===== src/hdl/disk_seek_distance_unit_defines.svh =====
// assertion macros for the disk seek distance unit
`ifndef DISK_SEEK_DISTANCE_UNIT_DEFINES_SVH
`define DISK_SEEK_DISTANCE_UNIT_DEFINES_SVH

// antecedent implies consequent in the same cycle
`define DSD_ASSERT_SAME(lbl, ante, cons, msg) \
  lbl: assert property (@(posedge clk_i) disable iff (!rst_ni) (ante) |-> (cons)) \
    else $error(msg);

// antecedent implies consequent in the next cycle
`define DSD_ASSERT_NEXT(lbl, ante, cons, msg) \
  lbl: assert property (@(posedge clk_i) disable iff (!rst_ni) (ante) |=> (cons)) \
    else $error(msg);

`endif


===== src/hdl/dsd_pkg.sv =====
// package for the disk seek distance unit: register indexes and reset values
`default_nettype none

package dsd_pkg;

  typedef enum logic [0:0] {
    CfgMaxSector     = 1'b0,
    CfgStartPosition = 1'b1
  } cfg_idx_e;

  localparam int unsigned MaxSectorReset = 199;

endpackage

`default_nettype wire


===== src/hdl/disk_seek_distance_unit.sv =====
// disk seek distance unit: running request statistics and fcfs, scan and c-scan totals
//
// usage: request positions arrive on the s_axis channel, one item per cycle
// while s_axis_tready is high; tdata carries request_position and tlast marks
// the final request of a batch. each accepted item updates running statistics
// (saturating fcfs sum, lowest, highest, nearest below and above start,
// circular low mark). the final item of a batch loads a finish register; from
// there the fcfs, scan and c-scan totals are formed into the output register
// once that is empty or being taken, and the result is then valid on m_axis.
// new items are taken while a result is pending; a result leaves per cycle while the
// receiver takes it. the output register and finish register form a two-deep
// buffer; s_axis_tready drops only when both hold a result and the receiver
// stalls. the user writes max_sector and start_position through the cfg port
// only while no batch result is pending; the block does not enforce this. reset
// sets max_sector to 199, start_position to 0, clears batch statistics, empties the output.
`default_nettype none

module disk_seek_distance_unit #(
  parameter int unsigned POSITION_WIDTH = 16,
  parameter int unsigned TOTAL_WIDTH    = 32
) (
  input  wire logic                                    clk_i,
  input  wire logic                                    rst_ni,
  input  wire logic                                    cfg_we_i,
  input  wire dsd_pkg::cfg_idx_e                       cfg_idx_i,
  input  wire logic [POSITION_WIDTH-1:0]               cfg_wdata_i,
  input  wire logic                                    s_axis_tvalid,
  output logic                                         s_axis_tready,
  // request_position
  input  wire logic [((POSITION_WIDTH+7)/8)*8-1:0]     s_axis_tdata,
  input  wire logic                                    s_axis_tlast,
  output logic                                         m_axis_tvalid,
  input  wire logic                                    m_axis_tready,
  // fcfs_total, scan_total, cscan_total
  output logic [((3*TOTAL_WIDTH+7)/8)*8-1:0]           m_axis_tdata
);

  import dsd_pkg::*;

  localparam int unsigned P     = POSITION_WIDTH;
  localparam int unsigned TW    = TOTAL_WIDTH;
  localparam int unsigned OUT_W = ((3*TOTAL_WIDTH+7)/8)*8;
  localparam int unsigned XW    = (P + 3 > TW + 2) ? P + 3 : TW + 2;

  typedef logic [P-1:0]          pos_t;
  typedef logic [TW-1:0]         tot_t;
  typedef logic signed [XW-1:0]  wide_t;

  typedef struct packed {
    tot_t fcfs;
    pos_t lo;
    pos_t hi;
    pos_t nb;
    logic bs;
    pos_t na;
    logic as_;
    pos_t cb;
  } fin_t;

  function automatic wide_t ext(input pos_t x);
    return wide_t'(x);
  endfunction

  function automatic tot_t sat(input wide_t v);
    if (v < 0 || v > wide_t'({TW{1'b1}})) begin
      return {TW{1'b1}};
    end
    return v[TW-1:0];
  endfunction

  // configuration
  pos_t max_sector_q, start_q;

  always_ff @(posedge clk_i or negedge rst_ni) begin
    if (!rst_ni) begin
      max_sector_q <= P'(MaxSectorReset);
      start_q      <= '0;
    end else if (cfg_we_i) begin
      unique case (cfg_idx_i)
        CfgMaxSector:     max_sector_q <= cfg_wdata_i;
        CfgStartPosition: start_q      <= cfg_wdata_i;
      endcase
    end
  end

  // batch statistics
  logic first_q, bs_q, as_q;
  pos_t prev_q, lo_q, hi_q, nb_q, na_q, cb_q;
  tot_t fcfs_q;

  pos_t r, prev, diff;
  logic le_start;
  fin_t nxt;

  always_comb begin
    r        = s_axis_tdata[P-1:0];
    prev     = first_q ? start_q : prev_q;
    diff     = (r >= prev) ? r - prev : prev - r;
    le_start = (r <= start_q);
    nxt.fcfs = sat(wide_t'(fcfs_q) + ext(diff));
    if (first_q) begin
      nxt.lo = r;
      nxt.hi = r;
      nxt.cb = r;
    end else begin
      nxt.lo = (r < lo_q) ? r : lo_q;
      nxt.hi = (r > hi_q) ? r : hi_q;
      nxt.cb = (r > cb_q && r < start_q) ? r : cb_q;
    end
    nxt.nb  = (le_start && (!bs_q || r > nb_q)) ? r : nb_q;
    nxt.bs  = bs_q | le_start;
    nxt.na  = (!le_start && (!as_q || r < na_q)) ? r : na_q;
    nxt.as_ = as_q | !le_start;
  end

  // finish and output stages
  logic fin_valid_q, out_valid_q, out_load, in_acc;
  fin_t fin_q;
  tot_t fcfs_o_q, scan_o_q, cscan_o_q;

  assign out_load      = fin_valid_q && (!out_valid_q || m_axis_tready);
  assign s_axis_tready = !fin_valid_q || !out_valid_q || m_axis_tready;
  assign in_acc        = s_axis_tvalid && s_axis_tready;

  always_ff @(posedge clk_i or negedge rst_ni) begin
    if (!rst_ni) begin
      first_q <= 1'b1;
      prev_q  <= '0;
      fcfs_q  <= '0;
      lo_q    <= '0;
      hi_q    <= '0;
      nb_q    <= '0;
      bs_q    <= 1'b0;
      na_q    <= '0;
      as_q    <= 1'b0;
      cb_q    <= '0;
    end else if (in_acc) begin
      if (s_axis_tlast) begin
        first_q <= 1'b1;
        prev_q  <= '0;
        fcfs_q  <= '0;
        lo_q    <= '0;
        hi_q    <= '0;
        nb_q    <= '0;
        bs_q    <= 1'b0;
        na_q    <= '0;
        as_q    <= 1'b0;
        cb_q    <= '0;
      end else begin
        first_q <= 1'b0;
        prev_q  <= r;
        fcfs_q  <= nxt.fcfs;
        lo_q    <= nxt.lo;
        hi_q    <= nxt.hi;
        nb_q    <= nxt.nb;
        bs_q    <= nxt.bs;
        na_q    <= nxt.na;
        as_q    <= nxt.as_;
        cb_q    <= nxt.cb;
      end
    end
  end

  always_ff @(posedge clk_i or negedge rst_ni) begin
    if (!rst_ni) begin
      fin_valid_q <= 1'b0;
      out_valid_q <= 1'b0;
    end else begin
      if (in_acc && s_axis_tlast) begin
        fin_valid_q <= 1'b1;
      end else if (out_load) begin
        fin_valid_q <= 1'b0;
      end
      if (out_load) begin
        out_valid_q <= 1'b1;
      end else if (m_axis_tready) begin
        out_valid_q <= 1'b0;
      end
    end
  end

  always_ff @(posedge clk_i) begin
    if (in_acc && s_axis_tlast) begin
      fin_q <= nxt;
    end
  end

  // closing totals
  wide_t s_w, m_w, l_w, h_w, b_w, a_w, d_below, d_above, scan_v, cscan_v, add_w;
  logic  down_first;

  always_comb begin
    s_w     = ext(start_q);
    m_w     = ext(max_sector_q);
    l_w     = ext(fin_q.lo);
    h_w     = ext(fin_q.hi);
    b_w     = ext(fin_q.nb);
    a_w     = ext(fin_q.na);
    d_below = s_w - b_w;
    d_above = a_w - s_w;
    // unsigned wrap compare: a negative difference counts as huge
    if ((d_below < 0) == (d_above < 0)) begin
      down_first = d_below < d_above;
    end else begin
      down_first = d_above < 0;
    end
    if (!fin_q.bs) begin
      scan_v = (h_w >= s_w) ? h_w - s_w : s_w - h_w;
    end else if (!fin_q.as_) begin
      scan_v = (s_w >= l_w) ? s_w - l_w : l_w - s_w;
    end else if (down_first) begin
      scan_v = (s_w - l_w) + h_w;
    end else begin
      scan_v = (h_w - s_w) + ((m_w >= b_w) ? m_w - b_w : b_w - m_w) + (b_w - l_w);
    end
    if (s_w < h_w && s_w > l_w) begin
      add_w = ext(fin_q.cb);
    end else if (s_w <= l_w) begin
      add_w = '0;
    end else begin
      add_w = h_w;
    end
    if (s_w <= l_w) begin
      cscan_v = h_w - s_w;
    end else if (m_w + add_w > s_w) begin
      cscan_v = m_w + add_w - s_w;
    end else begin
      cscan_v = '0;
    end
  end

  always_ff @(posedge clk_i) begin
    if (out_load) begin
      fcfs_o_q  <= fin_q.fcfs;
      scan_o_q  <= sat(scan_v);
      cscan_o_q <= sat(cscan_v);
    end
  end

  assign m_axis_tvalid = out_valid_q;
  assign m_axis_tdata  = OUT_W'({cscan_o_q, scan_o_q, fcfs_o_q});

  `include "disk_seek_distance_unit_defines.svh"

  `DSD_ASSERT_NEXT(a_last_fills_fin, in_acc && s_axis_tlast, fin_valid_q, "last item lost")
  `DSD_ASSERT_NEXT(a_last_clears_batch, in_acc && s_axis_tlast, first_q, "batch not cleared")
  `DSD_ASSERT_NEXT(a_fin_to_out, out_load, out_valid_q, "finish stage not moved to output")
  `DSD_ASSERT_SAME(a_seen_needs_item, bs_q || as_q, !first_q, "side seen with empty batch")
  `DSD_ASSERT_SAME(a_lo_le_hi, !first_q, lo_q <= hi_q, "lowest above highest")

endmodule

`default_nettype wire

===== config.mk =====
export PLATFORM = sky130hd
export DESIGN_NAME = disk_seek_distance_unit
export DESIGN_NICKNAME = d
export VERILOG_FILES = /design/src/hdl/dsd_pkg.sv /design/src/hdl/disk_seek_distance_unit.sv
export VERILOG_INCLUDE_DIRS = /design/src /design/src/hdl
export SDC_FILE = /design/constraint.sdc
export NUM_CORES = 1
export LEC_CHECK = 0
export BUFFER_PORTS_ARGS = -buffer_cell sky130_fd_sc_hd__buf_2
export CAP_MARGIN = 10
export CORE_MARGIN = 3
export CORE_UTILIZATION = 45
export DETAILED_ROUTE_END_ITERATION = 8
export GPL_ROUTABILITY_DRIVEN = 1
export SLEW_MARGIN = 25
export SYNTH_ARGS = -nofsm -noshare
export SYNTH_HDL_FRONTEND = slang
export SYNTH_SLANG_ARGS = --single-unit

===== constraint.sdc =====
create_clock -name clk_i -period 9.3 [get_ports clk_i]
set_clock_uncertainty 0.1 [all_clocks]
set_input_delay 0.465 -clock clk_i [delete_from_list [all_inputs] [get_ports clk_i]]
set_output_delay 0.465 -clock clk_i [all_outputs]
set_load 0.1 [all_outputs]

==> run summary, run 1 <==
pwr dens = 315 nW/um2
worst hold margin = 0.0374 ns
CTS Buffer Depth = 3
Slew HR = 26.6%
non-filler instance count after layout = 4325
minimum clock period = 8.55 ns
Seq cells post-synth = 375
Num CTS Buffers = 44
WL per Instance = 27.3 um
most used cell, CP = ha_1
Starting Density = 45.8%
Final ANT Viol Nets = 0
period utilization = 91.9%
Async SR Flop Fraction = 44.0%
crit-path max FO = 17
H-tree depth = 2
Post-synth EDFFs = 210
Syn Area/Cell = 9.32 um2
Core Area = 67800 um2
critical path required time = 9.48 ns
slowest stage delay, CP = 0.70 ns
I/O pin count = 137
Die W = 269 um
leading area contributor after synthesis = edfxtp_1
GP Congestion = 1.02
Setup Crit Path Kind = flip-flop to flip-flop
first-pass GRT wire length = 172000 um
Nets = 3857
Vias = 27.0k
Synth top area share = 20.3%
Clock Latency Late Sink = 0.62 ns
crit path launch type = flip-flop
Via density = 6.24
element type at the critical path end = flip-flop
Total Power = 10700 uW
sequential fraction of the synthesis area = 33.6%
wirelength, routed = 118000 um
DP Cell Count = 4239
RSZ-0062 raised after global routing = no
CP startpoint = start_q[7]
Die Ht = 269 um
Layout area overhead = 9.91%
drt first pass iters = 5
Slowest cell on crit path = or3_1
Max VDD drop = 0.000178 V
ranking of synthesized cells by area = edfxtp_1 (20%), ha_1 (15%), dfrtp_1 (13%), a21oi_1 (3.6%), o21ai_0 (3.6%)
Sink Count = 375
max_cap viols = 0
gr usage total = 32.2%
Top delay family on crit path = compound AO/OA/AOI/OAI gates
Fill cells = 6414
Unique masters post-synth = 94
Main synth FF type = edfxtp_1
postcts setup bufs = 0
layout cells sized above 1 = 10.8%
post-synthesis cell count = 3330
r2r startpoint = start_q[7]
yosys warns = 0
largest net degree at the start of global routing = 72
Static Leak = 0.0154 uW
drt drc = 0
Critical Path AT = 8.73 ns
grt ovf = 0
Mapped Area = 31000 um2
drt initial violations = 2558
status = finished, final reports clean
full die area = 72200 um2
Fmax = 117 MHz
Rows = 95
Final setup viols = 0
final worst slack = 0.753 ns
Detailed Place HPWL = 94000 um
Worst-path clk slew = 0.06 ns
Place WS = 0.926 ns
Slew Viols, Final = 0
CTS tree = done
Slew @ Worst Pin = 1.09 ns
Mapped Nets = 3773
CP bufs+invs = 4
IO buf count = 136
final setup TNS = 0 ns
post-cts resize count = 0
Hold Path Origin = cfg_wdata_i[11]
Hold/Removal Path Class = input port to flip-flop
initial antenna violation count = 3
vias in the first global route = 26.3k
clock root buffer = clkbuf_16
Hold Fails Final Rpt = 0
-- worst paths after layout --
| check | endpoint | slack [ns] | cells past startpoint |
|---|---|---|---|
| worst max-delay path | cscan_o_q[5] | 0.75 | 26 |
| worst min-delay path | max_sector_q[11] | 0.04 | 3 |
| worst max register to register | cscan_o_q[5] | 0.75 | 26 |
| worst min register to register | fcfs_o_q[28] | 0.31 | 0 |
| max in group asynchronous | start_q[4] | 7.43 | 3 |
| min in group asynchronous | fcfs_q[7] | 0.28 | 2 |
-- logic make-up after synthesis --
family,after synthesis,synth area share [%]
AOI/OAI and AO/OA,1058,23.2
and+or+nand+nor,782,12.3
buffers and inverters,440,5.59
adders and majority gates,404,17.1
DFF,375,33.6
xor gates and xnor gates,177,4.99
muxes,94,3.16
-- worst min-delay path, cell delays in order --
cell	delay, ns
buf_2	0.13
nand2_1	0.05
o21ai_0	0.07
-- metrics by stage --
step,area [um2],util (%)
floorplan,31000,-
global placement,32600,48.1
detailed placement,32600,48.1
CTS,34100,50.3
global route,34100,50.3
finish,34100,50.4
-- synthesized netlist by cell type, types with 62 or more instances --
master and n:
ha_1 369, inv_1 282, a21oi_1 225, o21ai_0 222, nand2_1 219, edfxtp_1 210
nor2_1 162, dfrtp_1 159, a21o_1 140, clkbuf_1 115, xnor2_1 106, nand3_1 95
a22o_1 74, xor2_1 71, mux2i_1 62, nor3_1 62
-- metal layers --
metal	part of all wire [%]	wire length [um]	GRT usage (%)
met5	0.011	13	0
met1	42	49500	42.0
met2	45	53700	52.0
met3	6.1	7230	4.12
met4	6.4	7600	17.5
-- cell type report --
class	count	area (um2)	area share, %
multi-input cells	2515	18900	55.5
flip-flops and latches	375	10400	30.6
clock buffers	58	1200	3.53
well taps	873	1090	3.20
inverters	290	1090	3.20
repair buffers	188	1080	3.17
clock inverters	24	272	0.796
diodes	2	5.00	0.0147
-- cell usage in the layout, fill, tap and decap left out, drive strengths merged, types with 60 or more instances in the layout --
| master | Yosys | routed |
|---|---|---|
| ha | 369 | 369 |
| inv | 290 | 295 |
| o21ai | 231 | 231 |
| a21oi | 227 | 227 |
| nand2 | 220 | 220 |
| edfxtp | 210 | 210 |
| buf | 35 | 186 |
| nor2 | 162 | 162 |
| dfrtp | 159 | 159 |
| a21o | 140 | 140 |
| xnor2 | 106 | 106 |
| nand3 | 96 | 96 |
| a22o | 74 | 74 |
| xor2 | 71 | 71 |
| nor3 | 62 | 62 |
| mux2i | 62 | 62 |
| o211ai | 60 | 60 |
-- registers in the layout, indices dropped and copies added (netlist names), 32 cells and up --
name / flops
cscan_o_q: 32
fcfs_o_q: 32
fcfs_q: 32
fin_q: 82
scan_o_q: 32
-- power breakdown --
part / switching (uW) / internal [uW]
clock network: 753 / 1040
registers: 203 / 2170
logic: 4270 / 2320
-- repair_timing --
action	4_1_cts	5_1_grt
hold buffers	2	0
endpoints found under the setup margin	0	0
endpoints found under the hold margin	50	0
Note: power is estimated with default switching activity, not from simulation.
==> run 2, diff against run 1 <==
--- a/config.mk
+++ b/config.mk
@@ -8,7 +8,6 @@
 export LEC_CHECK = 0
 export BUFFER_PORTS_ARGS = -buffer_cell sky130_fd_sc_hd__buf_2
 export CAP_MARGIN = 10
-export CORE_MARGIN = 3
 export CORE_UTILIZATION = 45
 export DETAILED_ROUTE_END_ITERATION = 8
 export GPL_ROUTABILITY_DRIVEN = 1
==> run summary, run 2 (synthesis gave the netlist of run 1 again) <==
status = finished, final reports clean
slowest stage delay, CP = 0.67 ns
full die area = 70000 um2
drt initial violations = 2303
Final setup viols = 0
Worst-path clk slew = 0.06 ns
crit path launch type = flip-flop
final instance area = 34300 um2
gr usage total = 32.3%
Hold Crit Depth = 3
Fmax = 117 MHz
drt drc = 0
Die W = 265 um
element type at the critical path end = flip-flop
initial antenna violation count = 1
CTS tree = done
max_cap viols = 0
Hold Fails Final Rpt = 0
grt ovf = 0
max reg flops = 82
Layout area overhead = 10.4%
Via density = 6.19
Num CTS Buffers = 46
Comb power frac = 60.6%
Sequential Power Share = 21.9%
Slew HR = 26.5%
Clk pwr share = 17.5%
reg2reg end = cscan_o_q[11]
drt first pass iters = 5
postcts setup bufs = 0
Hold/Removal Path Class = input port to flip-flop
GP Congestion = 1.00
cell-internal power = 5610 uW
Slew Viols, Final = 0
Final ANT Viol Nets = 0
first-pass GRT wire length = 169000 um
Placed Area = 32600 um2
CP startpoint = start_q[2]
wirelength, routed = 115000 um
Setup Crit Path Kind = flip-flop to flip-flop
largest net degree at the start of global routing = 72
CTS Buffer Depth = 3
Starting Density = 45.8%
Detailed Place HPWL = 90600 um
clock root buffer = clkbuf_16
R2R Setup Slk = 0.77 ns
minimum clock period = 8.53 ns
vias in the first global route = 26.1k
crit-path max FO = 17
Critical Path AT = 8.70 ns
Sink Count = 375
worst hold margin = 0.0228 ns
final setup TNS = 0 ns
Vias = 26.8k
Clock Latency Late Sink = 0.62 ns
Total Power = 10900 uW
Nets = 3860
I/O pin count = 137
WL per Instance = 26.6 um
Core Area = 67800 um2
sw frac = 48.5%
Reg with most FFs = fin_q
RSZ-0062 raised after global routing = no
Slew @ Worst Pin = 1.10 ns
commonest non-fill, non-tap cell in the layout = ha_1
Rows = 95
layout cells sized above 1 = 11.1%
r2r startpoint = start_q[2]
H-tree depth = 2
most frequent cells in the layout = ha_1 (369), inv_1 (281), a21oi_1 (222)
Net Sw Power = 5280 uW
Hold Path Origin = cfg_wdata_i[9]
Slowest cell on crit path = or3_1
most used cell, CP = a21o_1
Die Ht = 265 um
period utilization = 91.8%
Max VDD drop = 0.000200 V
CP endpoint = cscan_o_q[11]
Worst Reg-to-Reg Cells = 31
pwr dens = 318 nW/um2
IO buf count = 136
Static Leak = 0.0154 uW
critical path required time = 9.47 ns
==> run 2: worst min path at each step <==
stage | slack [ns] | to
6_report | 0.02 | max_sector_q[9]
5_1_grt | 0.03 | max_sector_q[9]
4_1_cts | 0.004 | max_sector_q[9]
3_5_place_dp | 0.30 | fcfs_o_q[18]
3_3_place_gp | 0.30 | fcfs_o_q[31]
2_1_floorplan | 0.07 | as_q
==> run 2: critical path: cells and delay by family, from the launching register on <==
kind	cells	cell delay (ns)
AOI/OAI and AO/OA	16	3.47
xor gates and xnor gates	1	0.09
adders and majority gates	4	1.40
buffers and inverters	4	0.64
DFF	1	0.47
and+or+nand+nor	6	2.01
==> run 2: what timing repair did <==
action                    in CTS  in global routing
hold buffers                   3                  0
gates resized for setup        0                  0
hold endpoints to repair      65                  0
==> run 2: area by class of cell <==
cell class | instances | area, um2
fillers | 6303 | 33500
multi-input cells | 2515 | 18900
diodes | 3 | 7.51
flip-flops and latches | 375 | 10400
clock inverters | 27 | 343
clock buffers | 59 | 1240
inverters | 290 | 1090
well taps | 873 | 1090
repair buffers | 189 | 1090
==> run 2: layer usage <==
| metal | part of all wire [%] | routed length (um) | GRT usage, % | vias to the layer above |
|---|---|---|---|---|
| met2 | 45 | 51600 | 51.4 | 1091 |
| met3 | 6.1 | 7000 | 4.20 | 230 |
| li1 | - | - | - | 12384 |
| met5 | 0.011 | 13 | 0 | - |
| met1 | 43 | 49300 | 42.6 | 13107 |
| met4 | 6.3 | 7210 | 18.0 | 2 |
==> run 2: power by group through the flow <==
stage / Sequential, uW / Combinational (uW) / Clock [uW]
2_1_floorplan: 2820 / 4220 / 0
3_3_place_gp: 2400 / 6410 / 0
3_5_place_dp: 2410 / 6490 / 0
4_1_cts: 2380 / 6520 / 1940
5_1_grt: 2400 / 7130 / 2000
6_report: 2380 / 6600 / 1910
==> run 2: metrics by stage <==
step	instances	setup slack, ns	util [%]
CTS	4328	0.821	50.5
detailed placement	4239	0.856	48.1
finish	4331	0.766	50.6
global placement	4239	1.11	48.1
global route	4328	0.376	50.5
floorplan	3330	1.79	-
